$ cat src/rtl/core/imuct_pkg.sv
// shared types, constants and the arctangent table of the tilt filter
`default_nettype none
package imuct_pkg;

  // field widths
  localparam int RAW_W      = 16;
  localparam int TIME_W     = 32;
  localparam int ANG_W      = 25;
  localparam int ALPHA_W    = 17;
  localparam int FDT_W      = 20;
  localparam int GAIN_W     = 16;

  // configuration port
  localparam int CFG_IDX_W  = 2;
  localparam int CFG_DATA_W = 20;
  localparam logic [CFG_IDX_W-1:0] REG_ALPHA    = 2'd0;
  localparam logic [CFG_IDX_W-1:0] REG_FIRST_DT = 2'd1;
  localparam logic [CFG_IDX_W-1:0] REG_GYRO_GAIN = 2'd2;

  // reset values of the registers
  localparam logic [ALPHA_W-1:0] ALPHA_RST = 17'd64225;
  localparam logic [FDT_W-1:0]   FDT_RST   = 20'd20000;
  localparam logic [GAIN_W-1:0]  GAIN_RST  = 16'd8393;
  localparam logic [ALPHA_W-1:0] ALPHA_ONE = 17'd65536;

  // datapath widths (sized for the widest angle format)
  localparam int X_W   = 40;
  localparam int Z_W   = 42;
  localparam int Y2_W  = 34;
  localparam int P_W   = 33;
  localparam int S_W   = 46;
  localparam int ACC_W = 32;
  localparam int MA_W  = 48;
  localparam int MB_W  = 18;
  localparam int PR_W  = 64;
  localparam int TAB_LEN = 24;

  // cordic gain in q16, applied to -ax
  localparam logic signed [MB_W-1:0] NEG_GAIN_Q16 = -18'sd107922;
  // 180 degrees in q32
  localparam logic signed [Z_W-1:0] Z_180 = 42'sd773094113280;

  localparam logic signed [ANG_W-1:0] OUT_MAX = 25'sd16777215;
  localparam logic signed [ANG_W-1:0] OUT_MIN = -25'sd16777216;

  // multiplier operations, in sequence order
  typedef enum logic [3:0] {
    OP_GAX = 4'd0,
    OP_GR  = 4'd1,
    OP_DLR = 4'd2,
    OP_DHR = 4'd3,
    OP_GP  = 4'd4,
    OP_DLP = 4'd5,
    OP_DHP = 4'd6,
    OP_BAR = 4'd7,
    OP_BBR = 4'd8,
    OP_BAP = 4'd9,
    OP_BBP = 4'd10
  } op_t;

  // atan(2^-i) in degrees, q32
  function automatic logic signed [Z_W-1:0] atan_q32(input logic [4:0] idx);
    logic signed [Z_W-1:0] v;
    v = '0;
    case (idx)
      5'd0:  v = 42'sd193273528320;
      5'd1:  v = 42'sd114096026022;
      5'd2:  v = 42'sd60285206653;
      5'd3:  v = 42'sd30601712202;
      5'd4:  v = 42'sd15360239180;
      5'd5:  v = 42'sd7687607525;
      5'd6:  v = 42'sd3844741810;
      5'd7:  v = 42'sd1922488225;
      5'd8:  v = 42'sd961258780;
      5'd9:  v = 42'sd480631223;
      5'd10: v = 42'sd240315841;
      5'd11: v = 42'sd120157949;
      5'd12: v = 42'sd60078978;
      5'd13: v = 42'sd30039490;
      5'd14: v = 42'sd15019745;
      5'd15: v = 42'sd7509872;
      5'd16: v = 42'sd3754936;
      5'd17: v = 42'sd1877468;
      5'd18: v = 42'sd938734;
      5'd19: v = 42'sd469367;
      5'd20: v = 42'sd234684;
      5'd21: v = 42'sd117342;
      5'd22: v = 42'sd58671;
      5'd23: v = 42'sd29335;
      default: v = '0;
    endcase
    return v;
  endfunction

endpackage
`default_nettype wire

$ cat src/rtl/core/imuct_channels.sv
// handshake channel interfaces for samples, results and register writes
`default_nettype none
interface imuct_in_if;
  logic valid;
  logic ready;
  logic signed [imuct_pkg::RAW_W-1:0] accel_x;
  logic signed [imuct_pkg::RAW_W-1:0] accel_y;
  logic signed [imuct_pkg::RAW_W-1:0] accel_z;
  logic signed [imuct_pkg::RAW_W-1:0] gyro_x;
  logic signed [imuct_pkg::RAW_W-1:0] gyro_y;
  logic [imuct_pkg::TIME_W-1:0] time_us;
  modport source (output valid, accel_x, accel_y, accel_z, gyro_x, gyro_y, time_us,
                  input ready);
  modport sink (input valid, accel_x, accel_y, accel_z, gyro_x, gyro_y, time_us,
                output ready);
endinterface

interface imuct_out_if;
  logic valid;
  logic ready;
  logic signed [imuct_pkg::ANG_W-1:0] roll_angle;
  logic signed [imuct_pkg::ANG_W-1:0] pitch_angle;
  modport source (output valid, roll_angle, pitch_angle, input ready);
  modport sink (input valid, roll_angle, pitch_angle, output ready);
endinterface

interface imuct_cfg_if;
  logic valid;
  logic ready;
  logic [imuct_pkg::CFG_IDX_W-1:0]  index;
  logic [imuct_pkg::CFG_DATA_W-1:0] data;
  modport source (output valid, index, data, input ready);
  modport sink (input valid, index, data, output ready);
endinterface
`default_nettype wire

$ cat src/rtl/core/imu_complementary_tilt_filter_top.sv
// complementary roll/pitch filter: sequencer, shared multiplier and state
//
//  channel  | dir | handshake        | payload
//  in_ch    | in  | valid/ready      | accel_x/y/z, gyro_x/y, time_us
//  out_ch   | out | valid/ready      | roll_angle, pitch_angle
//  cfg_ch   | in  | valid/ready (=1) | index, data
//
// one item runs seven multiplies, two cordic vectoring passes and four more multiplies,
// eleven through one shared multiplier with a multiply and an accumulate state each,
// then loads the output and returns to idle. in_ready is high only while idle. the
// output load waits while an older result is still unread; a loaded result waits while
// the next item is accepted. synchronous active-low reset clears estimates and the
// first-sample flag and restores the configuration registers to their reset values.
`default_nettype none
module imu_complementary_tilt_filter_top #(
  parameter int CORDIC_STEPS    = 16,
  parameter int ANGLE_FRAC_BITS = 16
) (
  input wire logic clk,
  input wire logic rst_n,
  imuct_in_if.sink    in_ch,
  imuct_out_if.source out_ch,
  imuct_cfg_if.sink   cfg_ch
);
  localparam int X_W  = imuct_pkg::X_W;
  localparam int Z_W  = imuct_pkg::Z_W;
  localparam int MA_W = imuct_pkg::MA_W;
  localparam int MB_W = imuct_pkg::MB_W;
  localparam int PR_W = imuct_pkg::PR_W;
  localparam int S_W  = imuct_pkg::S_W;
  localparam int ANG_W = imuct_pkg::ANG_W;
  localparam int ACC_W = imuct_pkg::ACC_W;
  localparam int G_SH = 40 - ANGLE_FRAC_BITS;
  localparam int Z_SH = 32 - ANGLE_FRAC_BITS;
  localparam logic signed [PR_W-1:0] G_RND = PR_W'(64'd1 << (39 - ANGLE_FRAC_BITS));
  localparam logic signed [Z_W-1:0]  Z_RND = Z_W'(64'd1 << (31 - ANGLE_FRAC_BITS));
  localparam logic signed [PR_W-1:0] B_RND = PR_W'(32768);

  typedef enum logic [5:0] {
    ST_IDLE = 6'b000001,
    ST_MUL  = 6'b000010,
    ST_ACC  = 6'b000100,
    ST_VEC1 = 6'b001000,
    ST_VEC2 = 6'b010000,
    ST_DONE = 6'b100000
  } st_t;

  st_t state_r, state_nxt;
  imuct_pkg::op_t op_r, op_nxt;

  // configuration registers
  logic [imuct_pkg::ALPHA_W-1:0] alpha_r;
  logic [imuct_pkg::FDT_W-1:0]   first_dt_r;
  logic [imuct_pkg::GAIN_W-1:0]  gain_r;

  // filter state
  logic signed [ANG_W-1:0] roll_est_r, pitch_est_r;
  logic [imuct_pkg::TIME_W-1:0] last_time_r;
  logic have_last_r;

  // per-item working registers
  logic signed [imuct_pkg::RAW_W-1:0] ax_r, ay_r, az_r, gx_r, gy_r;
  logic [imuct_pkg::TIME_W-1:0] dt_r;
  logic signed [imuct_pkg::P_W-1:0]  p_r;
  logic signed [imuct_pkg::Y2_W-1:0] y2_r;
  logic signed [S_W-1:0]   s_roll_r, s_pitch_r;
  logic signed [ACC_W-1:0] acc_roll_r, acc_pitch_r;
  logic signed [PR_W-1:0]  acc_r, prod_r;

  // output register
  logic out_valid_r, out_valid_nxt;
  logic signed [ANG_W-1:0] out_roll_r, out_pitch_r;

  logic in_acc, out_acc, cfg_acc, load_out;

  // shared multiplier
  logic signed [MA_W-1:0] mul_a;
  logic signed [MB_W-1:0] mul_b;
  logic signed [MA_W+MB_W-1:0] prod_full;
  logic [imuct_pkg::ALPHA_W-1:0] a_eff, a_cmp;

  // cordic hookup
  logic cstart, cdone;
  logic signed [X_W-1:0] cx_in, cy_in, cmag;
  logic signed [Z_W-1:0] cz;
  logic signed [Z_W-1:0] z_rnd;
  logic signed [ACC_W-1:0] ang_q;

  // post-multiply arithmetic
  logic signed [PR_W-1:0] gsum, gdelta, bsum, bq;
  logic signed [S_W-1:0]  s_new;
  logic signed [ANG_W-1:0] bsat;

  assign in_acc  = in_ch.valid && in_ch.ready;
  assign out_acc = out_ch.valid && out_ch.ready;
  assign cfg_acc = cfg_ch.valid && cfg_ch.ready;

  assign in_ch.ready        = (state_r == ST_IDLE);
  assign cfg_ch.ready       = 1'b1;
  assign out_ch.valid       = out_valid_r;
  assign out_ch.roll_angle  = out_roll_r;
  assign out_ch.pitch_angle = out_pitch_r;

  // alpha above one acts as one
  assign a_eff = alpha_r[imuct_pkg::ALPHA_W-1] ? imuct_pkg::ALPHA_ONE : alpha_r;
  assign a_cmp = imuct_pkg::ALPHA_ONE - a_eff;

  // multiplier operand select
  always_comb begin
    mul_a = '0;
    mul_b = '0;
    case (op_r)
      imuct_pkg::OP_GAX: begin
        mul_a = MA_W'(ax_r);
        mul_b = imuct_pkg::NEG_GAIN_Q16;
      end
      imuct_pkg::OP_GR: begin
        mul_a = MA_W'(gx_r);
        mul_b = MB_W'(gain_r);
      end
      imuct_pkg::OP_GP: begin
        mul_a = MA_W'(gy_r);
        mul_b = MB_W'(gain_r);
      end
      imuct_pkg::OP_DLR, imuct_pkg::OP_DLP: begin
        mul_a = MA_W'(p_r);
        mul_b = MB_W'(dt_r[15:0]);
      end
      imuct_pkg::OP_DHR, imuct_pkg::OP_DHP: begin
        mul_a = MA_W'(p_r);
        mul_b = MB_W'(dt_r[31:16]);
      end
      imuct_pkg::OP_BAR: begin
        mul_a = MA_W'(s_roll_r);
        mul_b = MB_W'(a_eff);
      end
      imuct_pkg::OP_BBR: begin
        mul_a = MA_W'(acc_roll_r);
        mul_b = MB_W'(a_cmp);
      end
      imuct_pkg::OP_BAP: begin
        mul_a = MA_W'(s_pitch_r);
        mul_b = MB_W'(a_eff);
      end
      imuct_pkg::OP_BBP: begin
        mul_a = MA_W'(acc_pitch_r);
        mul_b = MB_W'(a_cmp);
      end
      default: begin
        mul_a = '0;
        mul_b = '0;
      end
    endcase
  end

  assign prod_full = mul_a * mul_b;

  // gyro increment: high partial product joins the low one, then round-shift
  assign gsum   = acc_r + (prod_r <<< 16);
  assign gdelta = gsum >>> G_SH;
  always_comb begin
    if (op_r == imuct_pkg::OP_DHR) begin
      s_new = S_W'(roll_est_r) + gdelta[S_W-1:0];
    end else begin
      s_new = S_W'(pitch_est_r) + gdelta[S_W-1:0];
    end
  end

  // blend: second term joins the first, rounded, then saturated
  assign bsum = acc_r + prod_r;
  assign bq   = bsum >>> 16;
  always_comb begin
    if (bq > PR_W'(imuct_pkg::OUT_MAX)) begin
      bsat = imuct_pkg::OUT_MAX;
    end else if (bq < PR_W'(imuct_pkg::OUT_MIN)) begin
      bsat = imuct_pkg::OUT_MIN;
    end else begin
      bsat = bq[ANG_W-1:0];
    end
  end

  // q32 cordic angle to output format, rounded half up
  assign z_rnd = cz + Z_RND;
  assign ang_q = ACC_W'(z_rnd >>> Z_SH);

  // cordic start: roll pass after the gyro terms, pitch pass after roll
  always_comb begin
    cstart = 1'b0;
    cx_in  = X_W'(az_r) <<< 16;
    cy_in  = X_W'(ay_r) <<< 16;
    if (state_r == ST_ACC && op_r == imuct_pkg::OP_DHP) begin
      cstart = 1'b1;
    end else if (state_r == ST_VEC1 && cdone) begin
      cstart = 1'b1;
      cx_in  = cmag;
      cy_in  = X_W'(y2_r);
    end
  end

  imuct_cordic #(
    .CORDIC_STEPS(CORDIC_STEPS)
  ) u_cordic (
    .clk    (clk),
    .rst_n  (rst_n),
    .start  (cstart),
    .x_in   (cx_in),
    .y_in   (cy_in),
    .done   (cdone),
    .z_out  (cz),
    .mag_out(cmag)
  );

  // sequencer
  always_comb begin
    state_nxt = state_r;
    op_nxt    = op_r;
    load_out  = 1'b0;
    case (state_r)
      ST_IDLE: begin
        if (in_acc) begin
          op_nxt    = imuct_pkg::OP_GAX;
          state_nxt = ST_MUL;
        end
      end
      ST_MUL: state_nxt = ST_ACC;
      ST_ACC: begin
        if (op_r == imuct_pkg::OP_DHP) begin
          state_nxt = ST_VEC1;
        end else if (op_r == imuct_pkg::OP_BBP) begin
          state_nxt = ST_DONE;
        end else begin
          op_nxt    = imuct_pkg::op_t'(op_r + 4'd1);
          state_nxt = ST_MUL;
        end
      end
      ST_VEC1: begin
        if (cdone) begin
          state_nxt = ST_VEC2;
        end
      end
      ST_VEC2: begin
        if (cdone) begin
          op_nxt    = imuct_pkg::OP_BAR;
          state_nxt = ST_MUL;
        end
      end
      ST_DONE: begin
        if (!out_valid_r || out_ch.ready) begin
          load_out  = 1'b1;
          state_nxt = ST_IDLE;
        end
      end
      default: state_nxt = ST_IDLE;
    endcase
  end

  // output valid holds until taken, reloads on completion
  always_comb begin
    out_valid_nxt = out_valid_r;
    if (load_out) begin
      out_valid_nxt = 1'b1;
    end else if (out_acc) begin
      out_valid_nxt = 1'b0;
    end
  end

  // control state and configuration registers
  always_ff @(posedge clk) begin
    if (!rst_n) begin
      state_r     <= ST_IDLE;
      op_r        <= imuct_pkg::OP_GAX;
      out_valid_r <= 1'b0;
      alpha_r     <= imuct_pkg::ALPHA_RST;
      first_dt_r  <= imuct_pkg::FDT_RST;
      gain_r      <= imuct_pkg::GAIN_RST;
      roll_est_r  <= '0;
      pitch_est_r <= '0;
      last_time_r <= '0;
      have_last_r <= 1'b0;
    end else begin
      state_r     <= state_nxt;
      op_r        <= op_nxt;
      out_valid_r <= out_valid_nxt;
      if (cfg_acc) begin
        case (cfg_ch.index)
          imuct_pkg::REG_ALPHA:     alpha_r    <= cfg_ch.data[imuct_pkg::ALPHA_W-1:0];
          imuct_pkg::REG_FIRST_DT:  first_dt_r <= cfg_ch.data;
          imuct_pkg::REG_GYRO_GAIN: gain_r     <= cfg_ch.data[imuct_pkg::GAIN_W-1:0];
          default: ;
        endcase
      end
      if (in_acc) begin
        last_time_r <= in_ch.time_us;
        have_last_r <= 1'b1;
      end
      if (state_r == ST_ACC && op_r == imuct_pkg::OP_BBR) begin
        roll_est_r <= bsat;
      end
      if (state_r == ST_ACC && op_r == imuct_pkg::OP_BBP) begin
        pitch_est_r <= bsat;
      end
    end
  end

  // payload registers
  always_ff @(posedge clk) begin
    if (in_acc) begin
      ax_r <= in_ch.accel_x;
      ay_r <= in_ch.accel_y;
      az_r <= in_ch.accel_z;
      gx_r <= in_ch.gyro_x;
      gy_r <= in_ch.gyro_y;
      dt_r <= have_last_r ? (in_ch.time_us - last_time_r)
                          : imuct_pkg::TIME_W'(first_dt_r);
    end
    if (state_r == ST_MUL) begin
      prod_r <= prod_full[PR_W-1:0];
    end
    if (state_r == ST_ACC) begin
      case (op_r)
        imuct_pkg::OP_GAX: y2_r <= prod_r[imuct_pkg::Y2_W-1:0];
        imuct_pkg::OP_GR, imuct_pkg::OP_GP: p_r <= prod_r[imuct_pkg::P_W-1:0];
        imuct_pkg::OP_DLR, imuct_pkg::OP_DLP: acc_r <= prod_r + G_RND;
        imuct_pkg::OP_DHR: s_roll_r <= s_new;
        imuct_pkg::OP_DHP: s_pitch_r <= s_new;
        imuct_pkg::OP_BAR, imuct_pkg::OP_BAP: acc_r <= prod_r + B_RND;
        default: ;
      endcase
    end
    if (state_r == ST_VEC1 && cdone) begin
      acc_roll_r <= ang_q;
    end
    if (state_r == ST_VEC2 && cdone) begin
      acc_pitch_r <= ang_q;
    end
    if (load_out) begin
      out_roll_r  <= roll_est_r;
      out_pitch_r <= pitch_est_r;
    end
  end

endmodule
`default_nettype wire

$ cat src/rtl/core/imuct_cordic.sv
// iterative cordic vectoring unit: atan2 in q32 degrees and scaled magnitude
`default_nettype none
module imuct_cordic #(
  parameter int CORDIC_STEPS = 16
) (
  input  wire logic clk,
  input  wire logic rst_n,
  input  wire logic start,
  input  wire logic signed [imuct_pkg::X_W-1:0] x_in,
  input  wire logic signed [imuct_pkg::X_W-1:0] y_in,
  output logic done,
  output logic signed [imuct_pkg::Z_W-1:0] z_out,
  output logic signed [imuct_pkg::X_W-1:0] mag_out
);
  localparam int IT_W = $clog2(CORDIC_STEPS);
  localparam logic [IT_W-1:0] IT_LAST = IT_W'(CORDIC_STEPS - 1);

  typedef enum logic [3:0] {
    C_IDLE = 4'b0001,
    C_INIT = 4'b0010,
    C_ITER = 4'b0100,
    C_DONE = 4'b1000
  } cst_t;

  cst_t state_r, state_nxt;
  logic signed [imuct_pkg::X_W-1:0] x_r, x_nxt, y_r, y_nxt;
  logic signed [imuct_pkg::Z_W-1:0] z_r, z_nxt;
  logic [IT_W-1:0] it_r, it_nxt;
  logic signed [imuct_pkg::X_W-1:0] xs, ys;
  logic signed [imuct_pkg::Z_W-1:0] tab;

  // shifted operands and table angle for the current step
  assign xs  = x_r >>> it_r;
  assign ys  = y_r >>> it_r;
  assign tab = imuct_pkg::atan_q32(5'(it_r));

  // sequencer and rotation datapath
  always_comb begin
    state_nxt = state_r;
    x_nxt = x_r;
    y_nxt = y_r;
    z_nxt = z_r;
    it_nxt = it_r;
    case (state_r)
      C_IDLE, C_DONE: begin
        if (start) begin
          x_nxt = x_in;
          y_nxt = y_in;
          z_nxt = '0;
          state_nxt = C_INIT;
        end else begin
          state_nxt = C_IDLE;
        end
      end
      C_INIT: begin
        it_nxt = '0;
        if (x_r == '0 && y_r == '0) begin
          state_nxt = C_DONE;
        end else begin
          // left half plane: pre-rotate by 180 degrees
          if (x_r < 0) begin
            z_nxt = (y_r >= 0) ? imuct_pkg::Z_180 : -imuct_pkg::Z_180;
            x_nxt = -x_r;
            y_nxt = -y_r;
          end
          state_nxt = C_ITER;
        end
      end
      C_ITER: begin
        if (y_r >= 0) begin
          x_nxt = x_r + ys;
          y_nxt = y_r - xs;
          z_nxt = z_r + tab;
        end else begin
          x_nxt = x_r - ys;
          y_nxt = y_r + xs;
          z_nxt = z_r - tab;
        end
        it_nxt = it_r + 1'b1;
        if (it_r == IT_LAST) begin
          state_nxt = C_DONE;
        end
      end
      default: state_nxt = C_IDLE;
    endcase
  end

  always_ff @(posedge clk) begin
    if (!rst_n) begin
      state_r <= C_IDLE;
    end else begin
      state_r <= state_nxt;
    end
    x_r  <= x_nxt;
    y_r  <= y_nxt;
    z_r  <= z_nxt;
    it_r <= it_nxt;
  end

  assign done    = (state_r == C_DONE);
  assign z_out   = z_r;
  assign mag_out = x_r;

endmodule
`default_nettype wire

$ cat src/flat_wrapper.sv
// flat-port wrapper written by rule: the top's interface ports become plain ports
module imu_complementary_tilt_filter_top_flat 
#(
  parameter int CORDIC_STEPS    = 16,
  parameter int ANGLE_FRAC_BITS = 16
)
  (clk, rst_n, in_ch_valid, in_ch_accel_x, in_ch_accel_y, in_ch_accel_z, in_ch_gyro_x, in_ch_gyro_y, in_ch_time_us, in_ch_ready, out_ch_valid, out_ch_roll_angle, out_ch_pitch_angle, out_ch_ready, cfg_ch_valid, cfg_ch_index, cfg_ch_data, cfg_ch_ready);
  imuct_in_if in_ch_i ();
  imuct_out_if out_ch_i ();
  imuct_cfg_if cfg_ch_i ();
  input wire logic clk;
  input wire logic rst_n;
  input wire logic [$bits(in_ch_i.valid)-1:0] in_ch_valid;
  input wire logic [$bits(in_ch_i.accel_x)-1:0] in_ch_accel_x;
  input wire logic [$bits(in_ch_i.accel_y)-1:0] in_ch_accel_y;
  input wire logic [$bits(in_ch_i.accel_z)-1:0] in_ch_accel_z;
  input wire logic [$bits(in_ch_i.gyro_x)-1:0] in_ch_gyro_x;
  input wire logic [$bits(in_ch_i.gyro_y)-1:0] in_ch_gyro_y;
  input wire logic [$bits(in_ch_i.time_us)-1:0] in_ch_time_us;
  output wire logic [$bits(in_ch_i.ready)-1:0] in_ch_ready;
  output wire logic [$bits(out_ch_i.valid)-1:0] out_ch_valid;
  output wire logic [$bits(out_ch_i.roll_angle)-1:0] out_ch_roll_angle;
  output wire logic [$bits(out_ch_i.pitch_angle)-1:0] out_ch_pitch_angle;
  input wire logic [$bits(out_ch_i.ready)-1:0] out_ch_ready;
  input wire logic [$bits(cfg_ch_i.valid)-1:0] cfg_ch_valid;
  input wire logic [$bits(cfg_ch_i.index)-1:0] cfg_ch_index;
  input wire logic [$bits(cfg_ch_i.data)-1:0] cfg_ch_data;
  output wire logic [$bits(cfg_ch_i.ready)-1:0] cfg_ch_ready;
  assign in_ch_i.valid = in_ch_valid;
  assign in_ch_i.accel_x = in_ch_accel_x;
  assign in_ch_i.accel_y = in_ch_accel_y;
  assign in_ch_i.accel_z = in_ch_accel_z;
  assign in_ch_i.gyro_x = in_ch_gyro_x;
  assign in_ch_i.gyro_y = in_ch_gyro_y;
  assign in_ch_i.time_us = in_ch_time_us;
  assign in_ch_ready = in_ch_i.ready;
  assign out_ch_valid = out_ch_i.valid;
  assign out_ch_roll_angle = out_ch_i.roll_angle;
  assign out_ch_pitch_angle = out_ch_i.pitch_angle;
  assign out_ch_i.ready = out_ch_ready;
  assign cfg_ch_i.valid = cfg_ch_valid;
  assign cfg_ch_i.index = cfg_ch_index;
  assign cfg_ch_i.data = cfg_ch_data;
  assign cfg_ch_ready = cfg_ch_i.ready;
  imu_complementary_tilt_filter_top #(.CORDIC_STEPS(CORDIC_STEPS), .ANGLE_FRAC_BITS(ANGLE_FRAC_BITS)) u_core (.clk(clk), .rst_n(rst_n), .in_ch(in_ch_i), .out_ch(out_ch_i), .cfg_ch(cfg_ch_i));
endmodule
$ cat config.mk
export PLATFORM = sky130hd
export DESIGN_NAME = imu_complementary_tilt_filter_top_flat
export DESIGN_NICKNAME = d
export VERILOG_FILES = /design/src/rtl/core/imuct_pkg.sv /design/src/rtl/core/imuct_channels.sv /design/src/rtl/core/imu_complementary_tilt_filter_top.sv /design/src/rtl/core/imuct_cordic.sv /design/src/flat_wrapper.sv
export SDC_FILE = /design/constraint.sdc
export NUM_CORES = 2
export LEC_CHECK = 0
export BUFFER_PORTS_ARGS = -buffer_cell sky130_fd_sc_hd__buf_2
export CORE_AREA = 2 2 433 542
export CTS_CLUSTER_SIZE = 24
export DETAILED_ROUTE_END_ITERATION = 8
export DIE_AREA = 0 0 435 544
export GPL_ROUTABILITY_DRIVEN = 0
export GPL_TIMING_DRIVEN = 0
export PLACE_DENSITY = 0.6
export SLEW_MARGIN = 10
export SYNTH_ARGS = -nofsm -noshare
export SYNTH_HDL_FRONTEND = slang
export SYNTH_HIERARCHICAL = 1
export SYNTH_SLANG_ARGS = --single-unit
export TNS_END_PERCENT = 30
$ cat constraint.sdc
create_clock -name clk -period 15.2 [get_ports clk]
set_clock_uncertainty 0.1 [all_clocks]
set_input_delay 2.28 -clock clk [delete_from_list [all_inputs] [get_ports clk]]
set_output_delay 2.28 -clock clk [all_outputs]
set_load 0.05 [all_outputs]
* Word level (Yosys, flattened, before mapping)
Memory sizes are Yosys's and may differ from the RTL's. A register that Yosys moved wholly into a read port is not among the register bits. Index checks and enable logic that the tools add are counted.
Operators by class: multiply operators 1, divide/modulo/power cells 0, bitwise gates (word level) 0, equality and inequality tests 34, add/subtract/negate cells 19, reduce and logical (&&, ||, !) cells 38, mux-type cells 52, shift-type cells 2, magnitude comparators 4
Operator list (number):
- two-way mux 40 bit | 12
- one-hot mux 48 bit (8 select lines) | 1
- one-hot mux 40 bit (3 select lines) | 2
- two-way mux 42 bit | 5
- adder 64 bit | 2
- one-hot mux 64 bit (2 select lines) | 1
- one-hot mux 42 bit (3 select lines) | 1
- one-hot mux 18 bit (6 select lines) | 1
- adder 25 x 40 -> 41 bit | 2
- adder 40 bit | 2
- zero test 40 bit | 2
- negator 40 bit | 2
- >>> shifter 40 x 4 -> 40 bit | 2
- subtractor 40 bit | 2
- adder 64 x 17 -> 64 bit (second input constant) | 1
- adder 64 x 25 -> 64 bit (second input constant) | 1
- multiplier 48 x 18 -> 64 bit | 1
- two-way mux 25 bit | 2
- > comparator 48 x 25 -> 1 bit (second input constant) | 1
- < comparator 48 x 25 -> 1 bit (second input constant) | 1
- two-way mux 46 bit | 1
- adder 42 x 17 -> 42 bit (second input constant) | 1
- adder 42 bit | 1
- subtractor 42 bit | 1
- 41 further kinds | 102
Word-level totals: bits in read-only memories 608, word-level logic and storage cells 183, memories kept 1, latch bits 0, memory bits (writable) 0, register bits after elaboration 778
Memories:
- (name not given) | depth 16, width 38, read ports 1, clocked after Yosys merged registers in 1, write ports 0, line imuct_pkg.sv:65 | case (idx)

* Logic depth before layout (Yosys ltp)
depth in word-level cells 6, depth in mapped cells 40, mapped depth without buffers 37

* By module
The synthesis kept the hierarchy.
Modules (own cells, without submodules):
- imu_complementary_tilt_filter_top | area an instance 58727.6 sq um, instances 1, cells each 6107
- imuct_cordic | area an instance 21793.4 sq um, instances 1, cells each 2612

* Worst setup path before layout
No wires, ideal clock.
kind register to register, start point register u_core.state_r[5], end point register u_core.u_cordic.x_r (netlist bit u_core/u_cordic/mag_out[0]) (enable), setup time 645 ps, data required time 14455 ps, stages on the path, launching flop included 9, data arrival time 8563 ps, path buffers 0, slack 5892 ps, cells stage by stage dfxtp_1 nor4_1 and3b_1 and3_1 nand2b_1 nand3b_1 a21oi_1 a31oi_1 o22ai_1
Between the ends: cells in the longest elaborated chain, start to end 6, elaborated cells on any way between the ends 9
RTL lines:
- from (decl) | line imu_complementary_tilt_filter_top.sv:48 | st_t state_r, state_nxt;
- from (signal assigned) | line imu_complementary_tilt_filter_top.sv:281 | state_r <= state_nxt;
- == test 6 x 4 -> 1 bit | line imu_complementary_tilt_filter_top.sv:193 | end else if (state_r == ST_VEC1 && cdone) begin
- logical AND 1 bit | line imu_complementary_tilt_filter_top.sv:193
- two-way mux 1 bit | line imu_complementary_tilt_filter_top.sv:193
- two-way mux 1 bit (*) | line imu_complementary_tilt_filter_top.sv:191 | if (state_r == ST_ACC && op_r == imuct_pkg::OP_DHP) begin
- via u_core.cstart | line imu_complementary_tilt_filter_top.sv:83 | logic cstart, cdone;
- inequality test 2 x 1 -> 1 bit (no line) (*)
- AND reduction 5 bit (no line) (*)
- to (signal assigned) | line imuct_cordic.sv:94 | x_r <= x_nxt;
- to (decl) | line imuct_cordic.sv:26 | logic signed [imuct_pkg::X_W-1:0] x_r, x_nxt, y_r, y_nxt;
The timed path passes the listed nets; every way through them passes the cells marked *. A chain may end at the register's enable or synchronous reset.

* Worst setup path in the final report
start point register u_core.op_r[3], end point register u_core.prod_r[62] (data pin)
Between the ends: cells in the longest elaborated chain, start to end 4, elaborated cells on any way between the ends 20
RTL lines:
- from (decl) | line imu_complementary_tilt_filter_top.sv:49 | imuct_pkg::op_t op_r, op_nxt;
- from (signal assigned) | line imu_complementary_tilt_filter_top.sv:271 | op_r <= imuct_pkg::OP_GAX;
- from (signal assigned) | line imu_complementary_tilt_filter_top.sv:282 | op_r <= op_nxt;
- == test 4 x 2 -> 1 bit (tied with other cells) | line imu_complementary_tilt_filter_top.sv:112 | case (op_r)
- OR reduction 4 bit (no line) / OR reduction 2 bit (equally long branches)
- one-hot mux 48 bit (8 select lines) / one-hot mux 18 bit (6 select lines) (equally long branches) | line imu_complementary_tilt_filter_top.sv:112
- multiplier 48 x 18 -> 64 bit (*) | line imu_complementary_tilt_filter_top.sv:156 | assign prod_full = mul_a * mul_b;
- via u_core.prod_full[62] | line imu_complementary_tilt_filter_top.sv:79 | logic signed [MA_W+MB_W-1:0] prod_full;
- to (signal assigned) | line imu_complementary_tilt_filter_top.sv:317 | prod_r <= prod_full[PR_W-1:0];
- to (decl) | line imu_complementary_tilt_filter_top.sv:68 | logic signed [PR_W-1:0] acc_r, prod_r;
Marks and branches as above.

==> out/metrics.cfg <==
[outcome]
status = completed

[clock_tree]
post_cts.resized_instances = 0
post_cts.repair.setup_buffers = 0
clk_latency_worst_skew_pair_ps = 780
tritoncts = yes
cts-root-buf = clkbuf_16
tritoncts.num_buffers = 96
clock_sink_count = 806
h-tree-depth = 3
clock_transition_time_at_the_flip_flop_clock_pins_of_the_worst_setup_and_hold_paths_ps = 60
cts-hold-fix-buffers = 0
max-clock-path-buffers = 3

[finish]
areaGrowthSynthToFinish_pct = 11.3
layout.nets = 10400
layout-drive-gt1-share_pct = 7.90

[worst_setup_path]
classification_of_the_worst_setup_path = reg -> reg
reg2reg_slack_ps = 1940
worst-r2r-cell-count = 37
timing.critical_path.mode_cell = fa_1
rr_endpoint = u_core/prod_r[62]
r2r_start = u_core/op_r[3]
worst_path_largest_cell_delay_ps = 820
timing.critical_path.required_ps = 15610
cp-end-kind = flip-flop
worstPathMaxFanout = 10
worst_path_max_delay_cell = clkbuf_1
critPathArrivalTime_ps = 13670
timing.critical_path.from_type = flip-flop

[floorplanning]
fp.dieW_um = 435
fp.dieArea_sq_um = 237000
die_height_um = 544
placement_rows = 198
core_sq_um = 232000
initial_utilization_pct = 34.7
io_pins = 192

[place]
portBuffers = 190
place_hpwl_um = 243000

[grt]
grt_start_max_net_pins = 47
grt_first_pass_wirelength_um = 448000
grt_overflow_total = 0
grt_pass1_vias = 70900
antenna_violations_before_repair = 16
grtUsageTotal_pct = 25.1

[min_path]
whs_endpoint = u_core/out_ch.pitch_angle[2]
min_path_cells = 0
hold_start = u_core/pitch_est_r[2]
min_path_type = reg -> reg

[logic_synthesis]
postSynthRegisterBits = 806
asyncSetResetFlopFracSynth_pct = 0
synthTopCellsByArea = edfxtp_1 (23%), fa_1 (18%), ha_1 (7.3%), nand2_1 (5.8%), inv_1 (4.8%)
total_standard_cell_area_after_synthesis_sq_um = 80500
syn_inst = 8719
yosysWarningCount = 6
avgSynthCellArea_sq_um = 9.24
synth.distinct_cells = 114
seq_area_frac_synth_pct = 27.7
synth_edf_count = 617
postSynth.topFlopCell = edfxtp_1
synth_top_area_share_pct = 23.0
netlist.top_cell.by_area = edfxtp_1
syn-num-nets = 10000

[run]
drv.max_cap_violation_count = 0

[timing]
hold_viol_final = 0
setup_repair_after_global_routing_missed_its_margin = no
setup_viol_count_final = 0
fmaxAchievable_mhz = 75.4
finalSetupTns_ps = 0
tightest_slew_ps = 1370
relSlewSlack_pct = 8.65
slew_viol_final = 0
min_period_over_period_pct = 87.2
final.min_clock_period_ps = 13260

[drt]
wire_per_inst_um = 24.8
drt.antenna.violating_nets = 0
totalWireLength_um = 304000
detailedRoute.firstPassIterationCount = 6
drt-initial-drc-count = 7137
post-route-drc-count = 0
vias_per_cell = 5.70
dr_total_vias = 69800

state kept, by name, summed over array words and instances (netlist names), 17 cells and up:
name                       count
u_core/acc_pitch_r            26
u_core/u_cordic/mag_out       40
u_core/out_ch.pitch_angle     25
u_core/p_r                    33
u_core/out_ch.roll_angle      25
u_core/last_time_r            32
u_core/dt_r                   32
u_core/u_cordic/z_out         42
u_core/acc_r                  64
u_core/u_cordic/y_r           40
u_core/u_cordic/tab           38
u_core/y2_r                   34
u_core/first_dt_r             20
u_core/acc_roll_r             26
u_core/alpha_r                17
u_core/roll_est_r             25
u_core/prod_r                 64
u_core/s_pitch_r              41
u_core/s_roll_r               41
u_core/pitch_est_r            25
placed cells by master, fill, tap and decap left out, types with 68 or more instances in the layout:
master     instances
nand2_1         1237
xor2_1           160
nand3_1          156
ha_1             470
o21ai_0          343
buf_2            232
and3_1            86
a21oi_1          430
a22oi_1           95
and2_1            68
mux4_2            82
inv_1           1032
clkbuf_1         331
o211ai_1          69
dfxtp_1          189
nor2_1           647
a21o_1           163
a21boi_0          82
mux2i_1           76
mux2_2            75
xnor2_1          371
edfxtp_1         617
clkbuf_16         96
fa_1             718
nor2b_1           69
nor3_1           101
cell families (layout without fill, tap and decap cells):
family | count (synthesis) | in the layout | share of synthesized area (%)
and+or+nand+nor | 2724 | 2724 | 15.3
other | 1 | 9 | 0.00466
DFF | 806 | 806 | 27.7
muxes | 236 | 236 | 4.37
AOI/OAI and AO/OA | 1771 | 1771 | 14.7
xor gates and xnor gates | 532 | 532 | 5.80
adders and majority gates | 1188 | 1188 | 25.2
buffers and inverters | 1461 | 1882 | 6.98
per-layer routing:
layer	track usage (%)	part of all wire, %	up-vias
met3	5.96	9.1	1169
met1	27.1	34	34300
met2	42.0	47	3806
met5	0	0.032	-
li1	-	-	30600
met4	21.0	10	14
synthesized netlist by cell type, drive strengths merged, types with 23 or more instances:
master	n
nand3	156
a21oi	433
a22oi	95
nand4	67
clkbuf	324
o31ai	40
a211o	31
dfxtp	189
nand2	1237
o211ai	77
nor2b	70
mux4	84
edfxtp	617
fa	718
ha	470
nand2b	67
o21a	54
a21o	163
o21ai	351
a31oi	55
and3	87
a22o	28
o21bai	53
mux2	76
and2	73
a211oi	48
xor2	160
a221oi	27
nand3b	23
nor3	105
a21boi	84
buf	98
mux2i	76
nor2	650
or3	56
a221o	24
inv	1036
xnor2	372
o22ai	23
nor4	32
stage by stage:
stage / hold slack (ps) / setup WS [ps] / util (%) / instances / cell area (sq um)
floorplan: 324 / 5890 / - / 8719 / 80500
global placement: 339 / 600 / 36.8 / 12000 / 85400
detailed placement: 342 / 2270 / 37.2 / 12100 / 86200
CTS: 348 / 2280 / 38.6 / 12200 / 89600
global route: 348 / 1790 / 38.6 / 12200 / 89600
finish: 347 / 1940 / 38.6 / 12200 / 89600
area by class of cell:
cell class,instances,area (sq um)
antenna,8,20.0
buffer,422,1730
clock buffer,112,2470
clock inverter,70,868
fill,23200,142000
inverter,1039,3900
multi-input combinational,6452,52800
sequential,806,22300
tap,3100,3880
timing repair buffer,239,1630
worst max-delay path by stage:
stage | start | end | slack (ps) | cells after the start
global route | u_core/op_r[2] | u_core/prod_r[62] | 1790 | 32
finish | u_core/op_r[3] | u_core/prod_r[62] | 1940 | 37
global placement | u_core/state_r[5] | u_core/u_cordic/z_out[9] | 600 | 8
CTS | u_core/op_r[3] | u_core/prod_r[61] | 2280 | 37
detailed placement | u_core/op_r[3] | u_core/prod_r[61] | 2270 | 37
floorplan | u_core/state_r[5] | u_core/u_cordic/mag_out[0] | 5890 | 8
critical path, delay by kind of cell, from the launching register on:
family          cells  cell delay, ps
simple gates        7            1530
compound gates     12            4190
buf+inv            10            3320
fa+ha+maj           7            3430
flops               1             350
xor+xnor            1             110
Power is not shown: default switching activity piles up to over one toggle a cycle in this logic, so the estimate is an artifact.
